File: src/design/set_assoc_writeback_cache_assert.svh
// assertion macros shared by the cache rtl
`ifndef SET_ASSOC_WRITEBACK_CACHE_ASSERT_SVH
`define SET_ASSOC_WRITEBACK_CACHE_ASSERT_SVH
`ifndef NO_ASSERTIONS
`define SAWC_ASSERT(label, prop, msg) \
  label: assert property (@(posedge clk_i) disable iff (!rst_ni) prop) \
    else $error(msg);
`define SAWC_ASSERT_NEXT(label, ante, cons, msg) \
  label: assert property (@(posedge clk_i) disable iff (!rst_ni) ante |=> cons) \
    else $error(msg);
`else
`define SAWC_ASSERT(label, prop, msg)
`define SAWC_ASSERT_NEXT(label, ante, cons, msg)
`endif
`endif

File: src/design/sawc_pkg.sv
`timescale 1ns / 1ps
package sawc_pkg;

  localparam int unsigned BLOCK_WORDS   = 4;
  localparam int unsigned WORD_SEL_BITS = 2;
  localparam int unsigned COUNT_BITS    = 32;
  localparam int unsigned RANK_BITS     = 3;
  localparam logic [RANK_BITS-1:0] RANK_MAX = '1;
  localparam int unsigned CFG_BITS      = 2;
  localparam int unsigned OP_BITS       = 2;
  localparam int unsigned STATUS_BITS   = 2;
  // sequencer count: up to eight ways, or four words plus the step that collects the last store read
  localparam int unsigned SEQ_BITS      = 3;
  localparam int unsigned SC_W          = SEQ_BITS + 1;

  typedef enum logic [OP_BITS-1:0] {
    OP_READ  = 2'd0,
    OP_WRITE = 2'd1,
    OP_FILL  = 2'd2
  } op_e;

  typedef enum logic [STATUS_BITS-1:0] {
    STAT_HIT     = 2'd0,
    STAT_MISS    = 2'd1,
    STAT_FILL    = 2'd2,
    STAT_IGNORED = 2'd3
  } status_e;

  typedef enum logic [2:0] {
    ST_IDLE,
    ST_DIV,
    ST_SCAN,
    ST_HIT,
    ST_MISS,
    ST_WB,
    ST_FILL,
    ST_DONE
  } state_e;

endpackage

File: src/design/sawc_ifs.sv
`timescale 1ns / 1ps
interface sawc_in_if
  import sawc_pkg::*;
#(
  parameter int unsigned ADDRESS_BITS = 16,
  parameter int unsigned WORD_BITS    = 32
);
  logic                           valid;
  logic                           ready;
  logic [OP_BITS-1:0]             operation;
  logic [ADDRESS_BITS-1:0]        address;
  logic signed [WORD_BITS-1:0]    write_data;
  logic signed [WORD_BITS-1:0]    fill_word0;
  logic signed [WORD_BITS-1:0]    fill_word1;
  logic signed [WORD_BITS-1:0]    fill_word2;
  logic signed [WORD_BITS-1:0]    fill_word3;

  modport source (
    output valid, operation, address, write_data,
    output fill_word0, fill_word1, fill_word2, fill_word3,
    input  ready
  );
  modport sink (
    input  valid, operation, address, write_data,
    input  fill_word0, fill_word1, fill_word2, fill_word3,
    output ready
  );
endinterface

interface sawc_out_if
  import sawc_pkg::*;
#(
  parameter int unsigned ADDRESS_BITS = 16,
  parameter int unsigned WORD_BITS    = 32
);
  logic                                    valid;
  logic                                    ready;
  logic [STATUS_BITS-1:0]                  status;
  logic signed [WORD_BITS-1:0]             read_data;
  logic [ADDRESS_BITS-WORD_SEL_BITS-1:0]   fill_block_address;
  logic                                    writeback_valid;
  logic [ADDRESS_BITS-WORD_SEL_BITS-1:0]   writeback_block_address;
  logic signed [WORD_BITS-1:0]             writeback_word0;
  logic signed [WORD_BITS-1:0]             writeback_word1;
  logic signed [WORD_BITS-1:0]             writeback_word2;
  logic signed [WORD_BITS-1:0]             writeback_word3;
  logic [COUNT_BITS-1:0]                   hit_count;
  logic [COUNT_BITS-1:0]                   miss_count;

  modport source (
    output valid, status, read_data, fill_block_address, writeback_valid,
    output writeback_block_address, writeback_word0, writeback_word1,
    output writeback_word2, writeback_word3, hit_count, miss_count,
    input  ready
  );
  modport sink (
    input  valid, status, read_data, fill_block_address, writeback_valid,
    input  writeback_block_address, writeback_word0, writeback_word1,
    input  writeback_word2, writeback_word3, hit_count, miss_count,
    output ready
  );
endinterface

File: src/design/sawc_div.sv
`timescale 1ns / 1ps
module sawc_div #(
  parameter int unsigned DIVIDEND_W = 14,
  parameter int unsigned DIVISOR_W  = 4
) (
  input  logic                  clk_i,
  input  logic                  rst_ni,
  input  logic                  start_i,
  input  logic [DIVIDEND_W-1:0] dividend_i,
  input  logic [DIVISOR_W-1:0]  divisor_i,
  output logic                  done_o,
  output logic [DIVIDEND_W-1:0] quotient_o,
  output logic [DIVISOR_W-1:0]  remainder_o
);

  localparam int unsigned CNT_W = $clog2(DIVIDEND_W + 1);

  logic                  busy_q;
  logic                  done_q;
  logic [CNT_W-1:0]      cnt_q;
  logic [DIVIDEND_W-1:0] quo_q;
  logic [DIVISOR_W-1:0]  rem_q;

  logic [DIVISOR_W:0]    trial;
  logic [DIVISOR_W:0]    diff;
  logic                  fits;

  // restoring radix-2 step: one quotient bit per cycle
  always_comb begin
    trial = {rem_q, quo_q[DIVIDEND_W-1]};
    diff  = trial - {1'b0, divisor_i};
    fits  = trial >= {1'b0, divisor_i};
  end

  always_ff @(posedge clk_i or negedge rst_ni) begin
    if (!rst_ni) begin
      busy_q <= 1'b0;
      done_q <= 1'b0;
      cnt_q  <= '0;
    end else begin
      done_q <= 1'b0;
      if (start_i) begin
        busy_q <= 1'b1;
        cnt_q  <= CNT_W'(DIVIDEND_W);
      end else if (busy_q) begin
        cnt_q <= cnt_q - 1'b1;
        if (cnt_q == CNT_W'(1)) begin
          busy_q <= 1'b0;
          done_q <= 1'b1;
        end
      end
    end
  end

  always_ff @(posedge clk_i) begin
    if (start_i) begin
      quo_q <= dividend_i;
      rem_q <= '0;
    end else if (busy_q) begin
      quo_q <= {quo_q[DIVIDEND_W-2:0], fits};
      rem_q <= fits ? diff[DIVISOR_W-1:0] : trial[DIVISOR_W-1:0];
    end
  end

  assign done_o      = done_q;
  assign quotient_o  = quo_q;
  assign remainder_o = rem_q;

endmodule

File: src/design/set_assoc_writeback_cache.sv
`timescale 1ns / 1ps
// write-back, write-allocate lru cache of LINE_COUNT four-word lines, one item at a time.
// in_ch.ready is high only while the block is idle. a read or write first splits the block
// address into set and tag in a shared radix-2 divider, then walks the ways of the set
// through one tag comparator, one way per cycle, then does the hit or miss update in its
// own state and hands the result over. a miss that evicts a dirty line first reads the
// four victim words out of the line store one per cycle. a fill writes its four words one
// per cycle. the output register lets the next item be accepted while the last result
// still waits to be taken. the line store has no reset; only lines marked valid are ever
// read from it.
`include "set_assoc_writeback_cache_assert.svh"
module set_assoc_writeback_cache
  import sawc_pkg::*;
#(
  parameter int unsigned LINE_COUNT   = 8,
  parameter int unsigned ADDRESS_BITS = 16,
  parameter int unsigned WORD_BITS    = 32
) (
  input  logic                clk_i,
  input  logic                rst_ni,
  input  logic                cfg_we_i,
  input  logic [CFG_BITS-1:0] cfg_data_i,
  sawc_in_if.sink             in_ch,
  sawc_out_if.source          out_ch
);

  localparam int unsigned LINE_W    = $clog2(LINE_COUNT);
  localparam int unsigned LINE_CW   = $clog2(LINE_COUNT + 1);
  localparam int unsigned SUM_W     = LINE_CW + 1;
  localparam int unsigned BLK_W     = ADDRESS_BITS - WORD_SEL_BITS;
  localparam int unsigned MEM_DEPTH = LINE_COUNT * BLOCK_WORDS;
  localparam int unsigned MEM_AW    = LINE_W + WORD_SEL_BITS;
  localparam int unsigned WAYS0     = 1;
  localparam int unsigned WAYS1     = (LINE_COUNT < 2) ? LINE_COUNT : 2;
  localparam int unsigned WAYS2     = (LINE_COUNT < 4) ? LINE_COUNT : 4;
  localparam int unsigned WAYS3     = (LINE_COUNT < 8) ? LINE_COUNT : 8;
  localparam int unsigned SETS0     = LINE_COUNT / WAYS0;
  localparam int unsigned SETS1     = LINE_COUNT / WAYS1;
  localparam int unsigned SETS2     = LINE_COUNT / WAYS2;
  localparam int unsigned SETS3     = LINE_COUNT / WAYS3;

  // control state
  state_e                    state_q, state_d;
  logic [CFG_BITS-1:0]       cfg_q;
  logic [SEQ_BITS-1:0]       seq_q;
  logic                      out_valid_q;
  logic                      valid_q [LINE_COUNT];
  logic                      dirty_q [LINE_COUNT];
  logic [BLK_W-1:0]          tag_q   [LINE_COUNT];
  logic [RANK_BITS-1:0]      rank_q  [LINE_COUNT];
  logic [COUNT_BITS-1:0]     hits_q, misses_q;
  logic                      pend_q, pend_wr_q;
  logic [LINE_W-1:0]         pend_line_q;
  logic [WORD_SEL_BITS-1:0]  pend_word_q;

  // item and work registers
  logic [OP_BITS-1:0]        op_q;
  logic [ADDRESS_BITS-1:0]   addr_q;
  logic [WORD_BITS-1:0]      wdata_q;
  logic [WORD_BITS-1:0]      fill_q [BLOCK_WORDS];
  logic [WORD_BITS-1:0]      pend_data_q;
  logic [LINE_W-1:0]         base_q;
  logic [LINE_W-1:0]         hit_line_q, inv_line_q, best_line_q;
  logic                      inv_found_q;
  logic [RANK_BITS-1:0]      best_rank_q;
  status_e                   status_q;
  logic                      rd_mem_q;
  logic [WORD_BITS-1:0]      rd_q;
  logic                      wb_valid_q;
  logic [BLK_W-1:0]          wb_addr_q;
  logic [WORD_BITS-1:0]      wb_word_q [BLOCK_WORDS];

  // output register
  status_e                   o_status_q;
  logic [WORD_BITS-1:0]      o_rd_q;
  logic [BLK_W-1:0]          o_fill_addr_q;
  logic                      o_wb_valid_q;
  logic [BLK_W-1:0]          o_wb_addr_q;
  logic [WORD_BITS-1:0]      o_wb_word_q [BLOCK_WORDS];
  logic [COUNT_BITS-1:0]     o_hits_q, o_misses_q;

  // line store
  logic [WORD_BITS-1:0]      mem_q [MEM_DEPTH];
  logic [WORD_BITS-1:0]      rdata_q;

  logic                      in_ready;
  logic                      accept;
  logic                      div_start, div_done;
  logic [BLK_W-1:0]          div_quo;
  logic [LINE_CW-1:0]        div_rem;
  logic [LINE_CW-1:0]        ways_v, sets_v;
  logic [LINE_W-1:0]         fill_base;
  logic [LINE_W-1:0]         scan_line;
  logic                      scan_last, tag_hit;
  logic [LINE_W-1:0]         victim_line;
  logic                      miss_wb;
  logic                      mem_we, mem_re;
  logic [MEM_AW-1:0]         mem_waddr, mem_raddr;
  logic [WORD_BITS-1:0]      mem_wdata;
  logic                      touch_en, touch_fresh;
  logic [LINE_W-1:0]         touch_line;
  logic [RANK_BITS-1:0]      touch_old;
  logic                      in_set [LINE_COUNT];
  logic                      out_load;
  logic [WORD_BITS-1:0]      in_fill [BLOCK_WORDS];

  assign in_fill[0] = in_ch.fill_word0;
  assign in_fill[1] = in_ch.fill_word1;
  assign in_fill[2] = in_ch.fill_word2;
  assign in_fill[3] = in_ch.fill_word3;

  assign accept = in_ready && in_ch.valid;

  // geometry of the current setting
  always_comb begin
    unique case (cfg_q)
      2'd0: begin
        ways_v    = LINE_CW'(WAYS0);
        sets_v    = LINE_CW'(SETS0);
        fill_base = pend_line_q;
      end
      2'd1: begin
        ways_v    = LINE_CW'(WAYS1);
        sets_v    = LINE_CW'(SETS1);
        fill_base = LINE_W'((pend_line_q / WAYS1) * WAYS1);
      end
      2'd2: begin
        ways_v    = LINE_CW'(WAYS2);
        sets_v    = LINE_CW'(SETS2);
        fill_base = LINE_W'((pend_line_q / WAYS2) * WAYS2);
      end
      default: begin
        ways_v    = LINE_CW'(WAYS3);
        sets_v    = LINE_CW'(SETS3);
        fill_base = LINE_W'((pend_line_q / WAYS3) * WAYS3);
      end
    endcase
  end

  sawc_div #(
    .DIVIDEND_W (BLK_W),
    .DIVISOR_W  (LINE_CW)
  ) u_div (
    .clk_i       (clk_i),
    .rst_ni      (rst_ni),
    .start_i     (div_start),
    .dividend_i  (in_ch.address[ADDRESS_BITS-1:WORD_SEL_BITS]),
    .divisor_i   (sets_v),
    .done_o      (div_done),
    .quotient_o  (div_quo),
    .remainder_o (div_rem)
  );

  // way walk through the shared tag comparator
  always_comb begin
    scan_line   = base_q + LINE_W'(seq_q);
    scan_last   = (SC_W'(seq_q) + 1'b1) == SC_W'(ways_v);
    tag_hit     = valid_q[scan_line] && (tag_q[scan_line] == div_quo);
    victim_line = inv_found_q ? inv_line_q : best_line_q;
    miss_wb     = !inv_found_q && dirty_q[victim_line];
    touch_old   = rank_q[touch_line];
    for (int j = 0; j < LINE_COUNT; j++) begin
      in_set[j] = (SUM_W'(j) >= SUM_W'(base_q)) &&
                  (SUM_W'(j) < SUM_W'(base_q) + SUM_W'(ways_v));
    end
  end

  always_ff @(posedge clk_i or negedge rst_ni) begin
    if (!rst_ni) begin
      state_q <= ST_IDLE;
    end else begin
      state_q <= state_d;
    end
  end

  always_comb begin
    state_d     = state_q;
    in_ready    = 1'b0;
    div_start   = 1'b0;
    mem_we      = 1'b0;
    mem_re      = 1'b0;
    mem_waddr   = {hit_line_q, addr_q[WORD_SEL_BITS-1:0]};
    mem_raddr   = {hit_line_q, addr_q[WORD_SEL_BITS-1:0]};
    mem_wdata   = wdata_q;
    touch_en    = 1'b0;
    touch_fresh = 1'b0;
    touch_line  = hit_line_q;
    out_load    = 1'b0;
    unique case (state_q)
      ST_IDLE: begin
        in_ready = 1'b1;
        if (in_ch.valid) begin
          priority if ((in_ch.operation == OP_READ || in_ch.operation == OP_WRITE)
                       && !pend_q) begin
            div_start = 1'b1;
            state_d   = ST_DIV;
          end else if (in_ch.operation == OP_FILL && pend_q) begin
            state_d = ST_FILL;
          end else begin
            state_d = ST_DONE;
          end
        end
      end
      ST_DIV: begin
        if (div_done) state_d = ST_SCAN;
      end
      ST_SCAN: begin
        priority if (tag_hit) state_d = ST_HIT;
        else if (scan_last) state_d = ST_MISS;
        else state_d = ST_SCAN;
      end
      ST_HIT: begin
        touch_en = 1'b1;
        if (op_q == OP_WRITE) begin
          mem_we = 1'b1;
        end else begin
          mem_re = 1'b1;
        end
        state_d = ST_DONE;
      end
      ST_MISS: begin
        state_d = miss_wb ? ST_WB : ST_DONE;
      end
      ST_WB: begin
        // read word k while word k-1 lands in rdata_q
        mem_re    = (seq_q < SEQ_BITS'(BLOCK_WORDS));
        mem_raddr = {pend_line_q, seq_q[WORD_SEL_BITS-1:0]};
        if (seq_q == SEQ_BITS'(BLOCK_WORDS)) state_d = ST_DONE;
      end
      ST_FILL: begin
        mem_we    = 1'b1;
        mem_waddr = {pend_line_q, seq_q[WORD_SEL_BITS-1:0]};
        mem_wdata = (pend_wr_q && seq_q[WORD_SEL_BITS-1:0] == pend_word_q) ?
                    pend_data_q : fill_q[seq_q[WORD_SEL_BITS-1:0]];
        if (seq_q == SEQ_BITS'(BLOCK_WORDS - 1)) begin
          touch_en    = 1'b1;
          touch_fresh = 1'b1;
          touch_line  = pend_line_q;
          state_d     = ST_DONE;
        end
      end
      ST_DONE: begin
        if (!out_valid_q || out_ch.ready) begin
          out_load = 1'b1;
          state_d  = ST_IDLE;
        end
      end
      default: state_d = ST_IDLE;
    endcase
  end

  always_ff @(posedge clk_i or negedge rst_ni) begin
    if (!rst_ni) begin
      cfg_q       <= '0;
      seq_q       <= '0;
      out_valid_q <= 1'b0;
      valid_q     <= '{default: 1'b0};
      dirty_q     <= '{default: 1'b0};
      tag_q       <= '{default: '0};
      rank_q      <= '{default: '0};
      hits_q      <= '0;
      misses_q    <= '0;
      pend_q      <= 1'b0;
      pend_wr_q   <= 1'b0;
      pend_line_q <= '0;
      pend_word_q <= '0;
    end else begin
      if (cfg_we_i) cfg_q <= cfg_data_i;

      if (out_load) out_valid_q <= 1'b1;
      else if (out_ch.ready) out_valid_q <= 1'b0;

      if (state_q == ST_SCAN || state_q == ST_WB || state_q == ST_FILL) begin
        seq_q <= seq_q + 1'b1;
      end else begin
        seq_q <= '0;
      end

      // lru aging: other valid lines of the set ranked lower than the touched one (all of them on a fill) age one step
      if (touch_en) begin
        for (int j = 0; j < LINE_COUNT; j++) begin
          if (LINE_W'(j) != touch_line && valid_q[j] && in_set[j] &&
              (touch_fresh || rank_q[j] < touch_old) && rank_q[j] != RANK_MAX) begin
            rank_q[j] <= rank_q[j] + 1'b1;
          end
        end
        rank_q[touch_line] <= '0;
      end

      if (state_q == ST_HIT) begin
        if (op_q == OP_WRITE) dirty_q[hit_line_q] <= 1'b1;
        if (hits_q != '1) hits_q <= hits_q + 1'b1;
      end

      if (state_q == ST_MISS) begin
        valid_q[victim_line] <= 1'b0;
        dirty_q[victim_line] <= 1'b0;
        tag_q[victim_line]   <= div_quo;
        pend_q      <= 1'b1;
        pend_wr_q   <= (op_q == OP_WRITE);
        pend_line_q <= victim_line;
        pend_word_q <= addr_q[WORD_SEL_BITS-1:0];
        if (misses_q != '1) misses_q <= misses_q + 1'b1;
      end

      if (state_q == ST_FILL && seq_q == SEQ_BITS'(BLOCK_WORDS - 1)) begin
        valid_q[pend_line_q] <= 1'b1;
        dirty_q[pend_line_q] <= pend_wr_q;
        pend_q               <= 1'b0;
      end
    end
  end

  always_ff @(posedge clk_i) begin
    if (accept) begin
      op_q       <= in_ch.operation;
      addr_q     <= in_ch.address;
      wdata_q    <= in_ch.write_data;
      for (int k = 0; k < BLOCK_WORDS; k++) fill_q[k] <= in_fill[k];
      rd_q       <= '0;
      rd_mem_q   <= 1'b0;
      wb_valid_q <= 1'b0;
      status_q   <= STAT_IGNORED;
      if (in_ch.operation == OP_FILL && pend_q) begin
        base_q   <= fill_base;
        status_q <= STAT_FILL;
        if (!pend_wr_q) rd_q <= in_fill[pend_word_q];
      end
    end

    if (state_q == ST_DIV && div_done) begin
      base_q      <= LINE_W'(div_rem * ways_v);
      inv_found_q <= 1'b0;
    end

    if (state_q == ST_SCAN) begin
      if (tag_hit) hit_line_q <= scan_line;
      if (!valid_q[scan_line] && !inv_found_q) begin
        inv_found_q <= 1'b1;
        inv_line_q  <= scan_line;
      end
      // strictly greater keeps the lowest way on a tie
      if (seq_q == '0 || rank_q[scan_line] > best_rank_q) begin
        best_rank_q <= rank_q[scan_line];
        best_line_q <= scan_line;
      end
    end

    if (state_q == ST_HIT) begin
      status_q <= STAT_HIT;
      rd_mem_q <= (op_q == OP_READ);
    end

    if (state_q == ST_MISS) begin
      status_q    <= STAT_MISS;
      wb_valid_q  <= miss_wb;
      wb_addr_q   <= BLK_W'(tag_q[victim_line] * sets_v + div_rem);
      pend_data_q <= (op_q == OP_WRITE) ? wdata_q : '0;
    end

    if (state_q == ST_WB && seq_q != '0) begin
      wb_word_q[WORD_SEL_BITS'(seq_q - 1'b1)] <= rdata_q;
    end

    if (out_load) begin
      o_status_q    <= status_q;
      o_rd_q        <= rd_mem_q ? rdata_q : rd_q;
      o_fill_addr_q <= (status_q == STAT_MISS) ? addr_q[ADDRESS_BITS-1:WORD_SEL_BITS] : '0;
      o_wb_valid_q  <= wb_valid_q;
      o_wb_addr_q   <= wb_valid_q ? wb_addr_q : '0;
      for (int k = 0; k < BLOCK_WORDS; k++) begin
        o_wb_word_q[k] <= wb_valid_q ? wb_word_q[k] : '0;
      end
      o_hits_q      <= hits_q;
      o_misses_q    <= misses_q;
    end
  end

  always_ff @(posedge clk_i) begin
    if (mem_we) mem_q[mem_waddr] <= mem_wdata;
    if (mem_re) rdata_q <= mem_q[mem_raddr];
  end

  assign in_ch.ready                     = in_ready;
  assign out_ch.valid                    = out_valid_q;
  assign out_ch.status                   = o_status_q;
  assign out_ch.read_data                = o_rd_q;
  assign out_ch.fill_block_address       = o_fill_addr_q;
  assign out_ch.writeback_valid          = o_wb_valid_q;
  assign out_ch.writeback_block_address  = o_wb_addr_q;
  assign out_ch.writeback_word0          = o_wb_word_q[0];
  assign out_ch.writeback_word1          = o_wb_word_q[1];
  assign out_ch.writeback_word2          = o_wb_word_q[2];
  assign out_ch.writeback_word3          = o_wb_word_q[3];
  assign out_ch.hit_count                = o_hits_q;
  assign out_ch.miss_count               = o_misses_q;

  `SAWC_ASSERT(a_wb_only_on_miss, out_ch.valid && out_ch.writeback_valid |-> out_ch.status == STAT_MISS, "writeback reported outside a miss")
  `SAWC_ASSERT(a_pending_line_invalid, pend_q && state_q == ST_IDLE |-> !valid_q[pend_line_q], "line awaiting fill is still valid")
  `SAWC_ASSERT(a_div_done_in_div, div_done |-> state_q == ST_DIV, "divider finished outside the split step")
  `SAWC_ASSERT_NEXT(a_hits_step, 1'b1, (hits_q == $past(hits_q)) || (hits_q == $past(hits_q) + 1'b1), "hit total moved by more than one")

endmodule
File: src/flat_wrapper.sv
// flat-port wrapper written by rule: the top's interface ports become plain ports
module set_assoc_writeback_cache_flat import sawc_pkg::*;
#(
  parameter int unsigned LINE_COUNT   = 8,
  parameter int unsigned ADDRESS_BITS = 16,
  parameter int unsigned WORD_BITS    = 32
)
  (clk_i, rst_ni, cfg_we_i, cfg_data_i, in_ch_valid, in_ch_operation, in_ch_address, in_ch_write_data, in_ch_fill_word0, in_ch_fill_word1, in_ch_fill_word2, in_ch_fill_word3, in_ch_ready, out_ch_valid, out_ch_status, out_ch_read_data, out_ch_fill_block_address, out_ch_writeback_valid, out_ch_writeback_block_address, out_ch_writeback_word0, out_ch_writeback_word1, out_ch_writeback_word2, out_ch_writeback_word3, out_ch_hit_count, out_ch_miss_count, out_ch_ready);
  sawc_in_if #(.ADDRESS_BITS(ADDRESS_BITS), .WORD_BITS(WORD_BITS)) in_ch_i ();
  sawc_out_if #(.ADDRESS_BITS(ADDRESS_BITS), .WORD_BITS(WORD_BITS)) out_ch_i ();
  input  logic clk_i;
  input  logic rst_ni;
  input  logic cfg_we_i;
  input  logic [CFG_BITS-1:0] cfg_data_i;
  input wire logic [$bits(in_ch_i.valid)-1:0] in_ch_valid;
  input wire logic [$bits(in_ch_i.operation)-1:0] in_ch_operation;
  input wire logic [$bits(in_ch_i.address)-1:0] in_ch_address;
  input wire logic [$bits(in_ch_i.write_data)-1:0] in_ch_write_data;
  input wire logic [$bits(in_ch_i.fill_word0)-1:0] in_ch_fill_word0;
  input wire logic [$bits(in_ch_i.fill_word1)-1:0] in_ch_fill_word1;
  input wire logic [$bits(in_ch_i.fill_word2)-1:0] in_ch_fill_word2;
  input wire logic [$bits(in_ch_i.fill_word3)-1:0] in_ch_fill_word3;
  output wire logic [$bits(in_ch_i.ready)-1:0] in_ch_ready;
  output wire logic [$bits(out_ch_i.valid)-1:0] out_ch_valid;
  output wire logic [$bits(out_ch_i.status)-1:0] out_ch_status;
  output wire logic [$bits(out_ch_i.read_data)-1:0] out_ch_read_data;
  output wire logic [$bits(out_ch_i.fill_block_address)-1:0] out_ch_fill_block_address;
  output wire logic [$bits(out_ch_i.writeback_valid)-1:0] out_ch_writeback_valid;
  output wire logic [$bits(out_ch_i.writeback_block_address)-1:0] out_ch_writeback_block_address;
  output wire logic [$bits(out_ch_i.writeback_word0)-1:0] out_ch_writeback_word0;
  output wire logic [$bits(out_ch_i.writeback_word1)-1:0] out_ch_writeback_word1;
  output wire logic [$bits(out_ch_i.writeback_word2)-1:0] out_ch_writeback_word2;
  output wire logic [$bits(out_ch_i.writeback_word3)-1:0] out_ch_writeback_word3;
  output wire logic [$bits(out_ch_i.hit_count)-1:0] out_ch_hit_count;
  output wire logic [$bits(out_ch_i.miss_count)-1:0] out_ch_miss_count;
  input wire logic [$bits(out_ch_i.ready)-1:0] out_ch_ready;
  assign in_ch_i.valid = in_ch_valid;
  assign in_ch_i.operation = in_ch_operation;
  assign in_ch_i.address = in_ch_address;
  assign in_ch_i.write_data = in_ch_write_data;
  assign in_ch_i.fill_word0 = in_ch_fill_word0;
  assign in_ch_i.fill_word1 = in_ch_fill_word1;
  assign in_ch_i.fill_word2 = in_ch_fill_word2;
  assign in_ch_i.fill_word3 = in_ch_fill_word3;
  assign in_ch_ready = in_ch_i.ready;
  assign out_ch_valid = out_ch_i.valid;
  assign out_ch_status = out_ch_i.status;
  assign out_ch_read_data = out_ch_i.read_data;
  assign out_ch_fill_block_address = out_ch_i.fill_block_address;
  assign out_ch_writeback_valid = out_ch_i.writeback_valid;
  assign out_ch_writeback_block_address = out_ch_i.writeback_block_address;
  assign out_ch_writeback_word0 = out_ch_i.writeback_word0;
  assign out_ch_writeback_word1 = out_ch_i.writeback_word1;
  assign out_ch_writeback_word2 = out_ch_i.writeback_word2;
  assign out_ch_writeback_word3 = out_ch_i.writeback_word3;
  assign out_ch_hit_count = out_ch_i.hit_count;
  assign out_ch_miss_count = out_ch_i.miss_count;
  assign out_ch_i.ready = out_ch_ready;
  set_assoc_writeback_cache #(.LINE_COUNT(LINE_COUNT), .ADDRESS_BITS(ADDRESS_BITS), .WORD_BITS(WORD_BITS)) u_core (.clk_i(clk_i), .rst_ni(rst_ni), .cfg_we_i(cfg_we_i), .cfg_data_i(cfg_data_i), .in_ch(in_ch_i), .out_ch(out_ch_i));
endmodule
File: config.mk
export PLATFORM = sky130hd
export DESIGN_NAME = set_assoc_writeback_cache_flat
export DESIGN_NICKNAME = d
export VERILOG_FILES = /design/src/design/sawc_pkg.sv /design/src/design/sawc_ifs.sv /design/src/design/sawc_div.sv /design/src/design/set_assoc_writeback_cache.sv /design/src/flat_wrapper.sv
export VERILOG_INCLUDE_DIRS = /design/src /design/src/design
export SDC_FILE = /design/constraint.sdc
export NUM_CORES = 2
export LEC_CHECK = 0
export CORE_MARGIN = 2
export CORE_UTILIZATION = 25
export CTS_CLUSTER_DIAMETER = 50
export DETAILED_ROUTE_END_ITERATION = 7
export DONT_BUFFER_PORTS = 1
export SLEW_MARGIN = 0
export SYNTH_ARGS = -nofsm -noshare
export SYNTH_HDL_FRONTEND = slang
export SYNTH_SLANG_ARGS = --single-unit
File: constraint.sdc
create_clock -name clk_i -period 16.4 [get_ports clk_i]
set_input_delay 4.1 -clock clk_i [delete_from_list [all_inputs] [get_ports clk_i]]
set_output_delay 4.1 -clock clk_i [all_outputs]
set_load 0.02 [all_outputs]
### Word-level counts from Yosys, hierarchy flattened

Memories as Yosys holds them, arrays and structs flattened. A register that Yosys moved wholly into a read port is not among the register bits.
Index checks and enable logic that the tools add are counted.

* bits in registers: 531
* bits in writable memories: 1408
* output and inout bits: 257
* memories: 4

* $add $sub $neg: 18
* multiply operators: 2
* magnitude comparators: 36
* eq/ne operators: 41
* mux-type cells: 130
* bitwise gates (word level): 14
* reductions and logical operators: 93

Memory list
* u_core.mem_q: depth 32, bits a word 32, rd ports 1, clocked after memory_dff 1, write ports 1, RTL line set_assoc_writeback_cache.sv:83 `logic [WORD_BITS-1:0] mem_q [MEM_DEPTH];`
* u_core.fill_q: depth 4, bits a word 32, rd ports 1, clocked after memory_dff 0, write ports 4, RTL line set_assoc_writeback_cache.sv:60 `logic [WORD_BITS-1:0] fill_q [BLOCK_WORDS];`
* u_core.o_wb_word_q: depth 4, bits a word 32, rd ports 4, clocked after memory_dff 0, write ports 4, RTL line set_assoc_writeback_cache.sv:79 `logic [WORD_BITS-1:0] o_wb_word_q [BLOCK_WORDS];`
* u_core.wb_word_q: depth 4, bits a word 32, rd ports 4, clocked after memory_dff 0, write ports 1, RTL line set_assoc_writeback_cache.sv:71 `logic [WORD_BITS-1:0] wb_word_q [BLOCK_WORDS];`

Operators with widths (count)
* $mux 32: 9
* $bwmux 112: 1
* $mux 3: 36
* $mux 14: 7
* $bmux 14 s3: 2
* $add 32x1->32 const B: 2
* $bmux 32 s2: 1
* $ne 32x32->1 const B: 2
* $logic_and 1x1->1: 53
* $mux 8: 6
* $mux 1: 45
* $demux 14 s3: 1
* $add 3x1->3 const B: 9
* $and 24x24->24: 1
* $lt 3x3->1: 8
* $ne 3x3->1 const B: 8
* $not 24->24: 1
* $pmux 3 s8: 1
* $pmux 4 s3: 2
* $ge 4x4->1 const B: 5
* $lt 3x5->1 const A: 4
* $not 3->4: 5
* $bmux 3 s3: 2
* $and 8x8->8: 2
* other kinds (55): 121

### Logic depth before layout (Yosys ltp)

* depth after elaboration: 14
* mapped depth: 24
* depth with buffers taken out: 21

### Cells and area by module

A second synthesis with hierarchy kept.

* cell total of the unflattened synthesis: 4750
* area total of the unflattened synthesis: 80847.5 µm²

Modules (own cells, without submodules)
* set_assoc_writeback_cache: times used 1, cells each 4652, area each 79616.4 µm²
* sawc_div: times used 1, cells each 98, area each 1231.2 µm²

### Worst setup path after synthesis

No wires, ideal clock.

* path kind: input port to flip-flop
* start point: input out_ch_ready
* end point: memory u_core.o_wb_word_q[0][0] (enable)
* arrival time: 14684 ps
* required time: 15523 ps
* path slack: 840 ps
* stages: 2
* buffers on the path: 0
* path through: nor2b_1 -> nor2_1

RTL lines
* start: declaration: RTL line flat_wrapper.sv:36 `input wire logic [$bits(out_ch_i.ready)-1:0] out_ch_ready;`
* end: declaration: RTL line set_assoc_writeback_cache.sv:79

### Worst setup path after layout

* start point: register u_core.inv_found_q
* end point: register u_core.wb_addr_q[13], data pin

* cells in the longest elaborated chain, start to end: 7

Ends and longest elaborated chain
* start: declaration: RTL line set_assoc_writeback_cache.sv:64 `logic inv_found_q;`
* start signal: assignment: RTL line set_assoc_writeback_cache.sv:333 `inv_found_q <= 1'b0;`
* start signal: assignment: RTL line set_assoc_writeback_cache.sv:339 `inv_found_q <= 1'b1;`
* $mux 3: RTL line set_assoc_writeback_cache.sv:159 `victim_line = inv_found_q ? inv_line_q : best_line_q;`
* $not 3->4 (not written as such): RTL line set_assoc_writeback_cache.sv:357 `wb_addr_q <= BLK_W'(tag_q[victim_line] * sets_v + div_rem);`
* $bmux 14 s3: RTL line set_assoc_writeback_cache.sv:357
* $mux 14 (not written as such) (2 in a row): RTL line set_assoc_writeback_cache.sv:357
* $mul 14x4->14: RTL line set_assoc_writeback_cache.sv:357
* $add 14x4->14: RTL line set_assoc_writeback_cache.sv:357
* end signal: assignment: RTL line set_assoc_writeback_cache.sv:357
* end: declaration: RTL line set_assoc_writeback_cache.sv:70 `logic [BLK_W-1:0] wb_addr_q;`

Every way passes these cells. The select of a mux whose other input is x is not followed.
A chain may end at the register's enable or synchronous reset.

==> results.md <==
* CP Max Fanout at 50
* Worst Path Required at 16.92 ns
* Crit-path slowest cell: dfxtp_1
* FMAX at 157 MHz
* Clk slew on worst S/H paths at 0.06 ns
* Total number of yosys warnings at 0
* Tightest Pin Transition at 1.42 ns
* Clk buf depth at 4
* Library cells used by synthesis at 78
* Dpl hpwl at 131000 um
* HP Class: flop to flop
* Vias in the first global route at 43.3k
* Cells after synthesis at 4873
* Antenna-violating nets left at 0
* VDD IR max at 123 uV
* MaxCap Viol Count at 0
* Worst-path cell chain: mux2i_4 -> buf_4 -> nand2_1 -> and3_1 -> a311oi_1 -> a31oi_1 -> nand2b_1 -> fa_1 -> fa_1 -> fa_1 -> inv_1 -> ha_1 -> nor2b_1 -> o21ai_0 -> a21boi_0 -> o21ai_0 -> nand2b_1 -> a21o_1 -> a41o_1 -> o41a_1 -> xnor2_1
* Root Buffer: clkbuf_16
* Min Tclk post-route at 6.39 ns
* Layout area overhead at 14.5%
* Placer congestion estimate at 0.842
* Top FF cell, synth: edfxtp_1
* Vias per inst at 4.66
* Die Wd at 573 um
* Worst Setup End Kind: flop
* Post-CTS Resized at 0
* Largest area contributor in the netlist: edfxtp_1
* Pwr Density at 163 nW/um^2
* DP Worst Slack at 9.34 ns
* Initial Util at 25.2%
* Slew HR at 5.53%
* Status: complete, no violations
* Vias at 43.7k
* Die Ht at 573 um
* CP bufs+invs at 2
* Syn_area_per_cell at 16.6 sq um
* Clk sinks at 1971
* Placed cell area at 86600 sq um
* GR Util All Layers at 12.9%
* Worst path max stage delay at 0.64 ns
* CTS hold repair buffers at 0
* Total Nets Final at 5200
* IO buf count at 0
* Final Util at 28.8%
* EDFF count, synth at 1726
* Ratio of cells with drive above 1 in the final layout at 18.5%
* Clock Skews at 0.100 ns
* LEAKAGE at 31.1 nW
* CP arrival at 6.91 ns
* Worst-Skew Late Latency at 0.88 ns
* Register area at 57900 sq um
* Clock buffer count from CTS at 184
* Site row count at 208
* Synth top area share at 64.1%
* Largest net degree at the start of global routing at 239
* RSZ-0062 raised after global routing: false
* Sequential area share after synthesis at 71.6%
* Flops & latches, synth at 1971
* Final Power at 15.1 mW
* Pre-antenna DRT Iters at 5
* CTS tree: done
* First-pass GRT wire length at 314000 um
* Post-Syn Area at 80900 sq um
* Area of all placed cells without fillers at 92600 sq um
* # setup viols final at 0
* Fillers at 31.8k
* DRT Wirelength at 218000 um
* Multi-input logic area at 22300 sq um
* Period utilisation layout at 39.0%
* Final hold vios at 0
* CP startpoint kind: flop
* Post-route DRC at 0
* Top cells by area, synth: edfxtp_1, mux4_2, dfrtp_1, nand2_1, and2_1
* Antenna violations before repair at 20
* Number of I/O pins at 442
* Slew Viols, Final at 0
* Area of the die at 328000 sq um
* Most used cell, CP: fa_1
* Worst Setup Slack, final at 10.01 ns
* Core area at 322000 sq um
* Initial DRC Count at 4766
* H-tree Lvls at 4
* Async SR Flop Fraction at 12.1%
* Post-CTS Setup Bufs at 0
* Crit-path leading delay family: adder cells
* Commonest non-fill, non-tap cell in the layout: edfxtp_1
* Critical Setup Path Class: flop to flop
* Commonest non-fill, non-tap cells in the layout: edfxtp_1, nand2_1, mux4_2, nand3_1, dfrtp_1
* Setup TNS at 0 ns
* Mapped Nets at 5167
* Routed length per instance at 23.3 um
* GRT Residual Overflow at 0
==> cell families after synthesis <==
kind of cell	share of synthesized area, %
multiplexers	12.4
buffers and inverters	1.53
AND/OR/NAND/NOR	8.58
XOR/XNOR	1.20
flip-flops	71.6
adder cells (fa/ha/maj)	1.93
AO/OA/AOI/OAI	2.77
==> through the flow <==
| stage | hold slack, ns | instances |
|---|---|---|
| floorplan | 0.417 | 4873 |
| global route | 0.476 | 9359 |
| finish | 0.452 | 9365 |
| global placement | 0.441 | 9025 |
| CTS | 0.457 | 9353 |
| detailed placement | 0.442 | 9025 |
==> area by class of cell <==
cell class / count / area share [%]
Clock buffer: 221 / 5.24
Antenna cell: 12 / 0.0324
Inverter: 59 / 0.247
Timing Repair Buffer: 102 / 0.881
Multi-Input combinational cell: 2588 / 24.0
Clock inverter: 107 / 1.21
Sequential cell: 1971 / 62.5
Tap cell: 4305 / 5.81
==> routing by layer <==
metal / share of wire (%) / global-route usage, % / wire (um)
met5: 0.027 / 0 / 60
met4: 2.8 / 3.90 / 6100
met3: 6.7 / 2.11 / 14600
met1: 40 / 16.2 / 86700
met2: 51 / 22.6 / 111000
==> Yosys cell counts, types with 11 or more instances <==
master and number:
a21o_1 14, a21oi_1 45, a311oi_1 13, a31oi_1 19, and2_1 197, and3_1 27, and4_1 12, buf_1 38
buf_2 37, clkbuf_1 178, dfrtp_1 238, edfxtp_1 1726, fa_1 26, ha_1 83, inv_1 56, mux2_2 98
mux2i_1 83, mux4_2 358, nand2_1 642, nand2b_1 20, nand3_1 237, nand4_1 30, nor2_1 149, nor2b_1 55
nor3_1 35, nor4_1 12, o211ai_1 14, o21ai_0 187, o31ai_1 11, xnor2_1 76, xor2_1 32
==> sequential cells by signal, summed over array words and instances (netlist names), 112 cells and up <==
signal,cells
u_core.fill_q,128
u_core.mem_q,1024
u_core.o_wb_word_q,128
u_core.tag_q,112
u_core.wb_word_q,128
==> power breakdown <==
part / switching, mW / total, mW / internal, mW
clock network: 1.85 / 4.30 / 2.45
logic: 2.27 / 3.57 / 1.31
registers: 0.684 / 7.26 / 6.58
total: 4.80 / 15.1 / 10.3
==> path summary, 6_finish.rpt <==
path | from | to | slack [ns] | cells after the start
hold reg to reg | u_core.misses_q[30]$_DFFE_PN0P_ | u_core.out_ch.miss_count[30]$_DFFE_PP_ | 0.45 | 0
max in group asynchronous | rst_ni | u_core.misses_q[29]$_DFFE_PN0P_ | 12.93 | 0
hold / removal | u_core.misses_q[30]$_DFFE_PN0P_ | u_core.out_ch.miss_count[30]$_DFFE_PP_ | 0.45 | 0
setup reg to reg | u_core.inv_found_q$_DFF_P_ | u_core.wb_addr_q[13]$_DFFE_PP_ | 10.01 | 21
min in group asynchronous | rst_ni | u_core.tag_q[107]$_DFFE_PN0P_ | 3.01 | 0
setup / recovery | u_core.inv_found_q$_DFF_P_ | u_core.wb_addr_q[13]$_DFFE_PP_ | 10.01 | 21
Note: power is estimated with default switching activity, not from simulation.
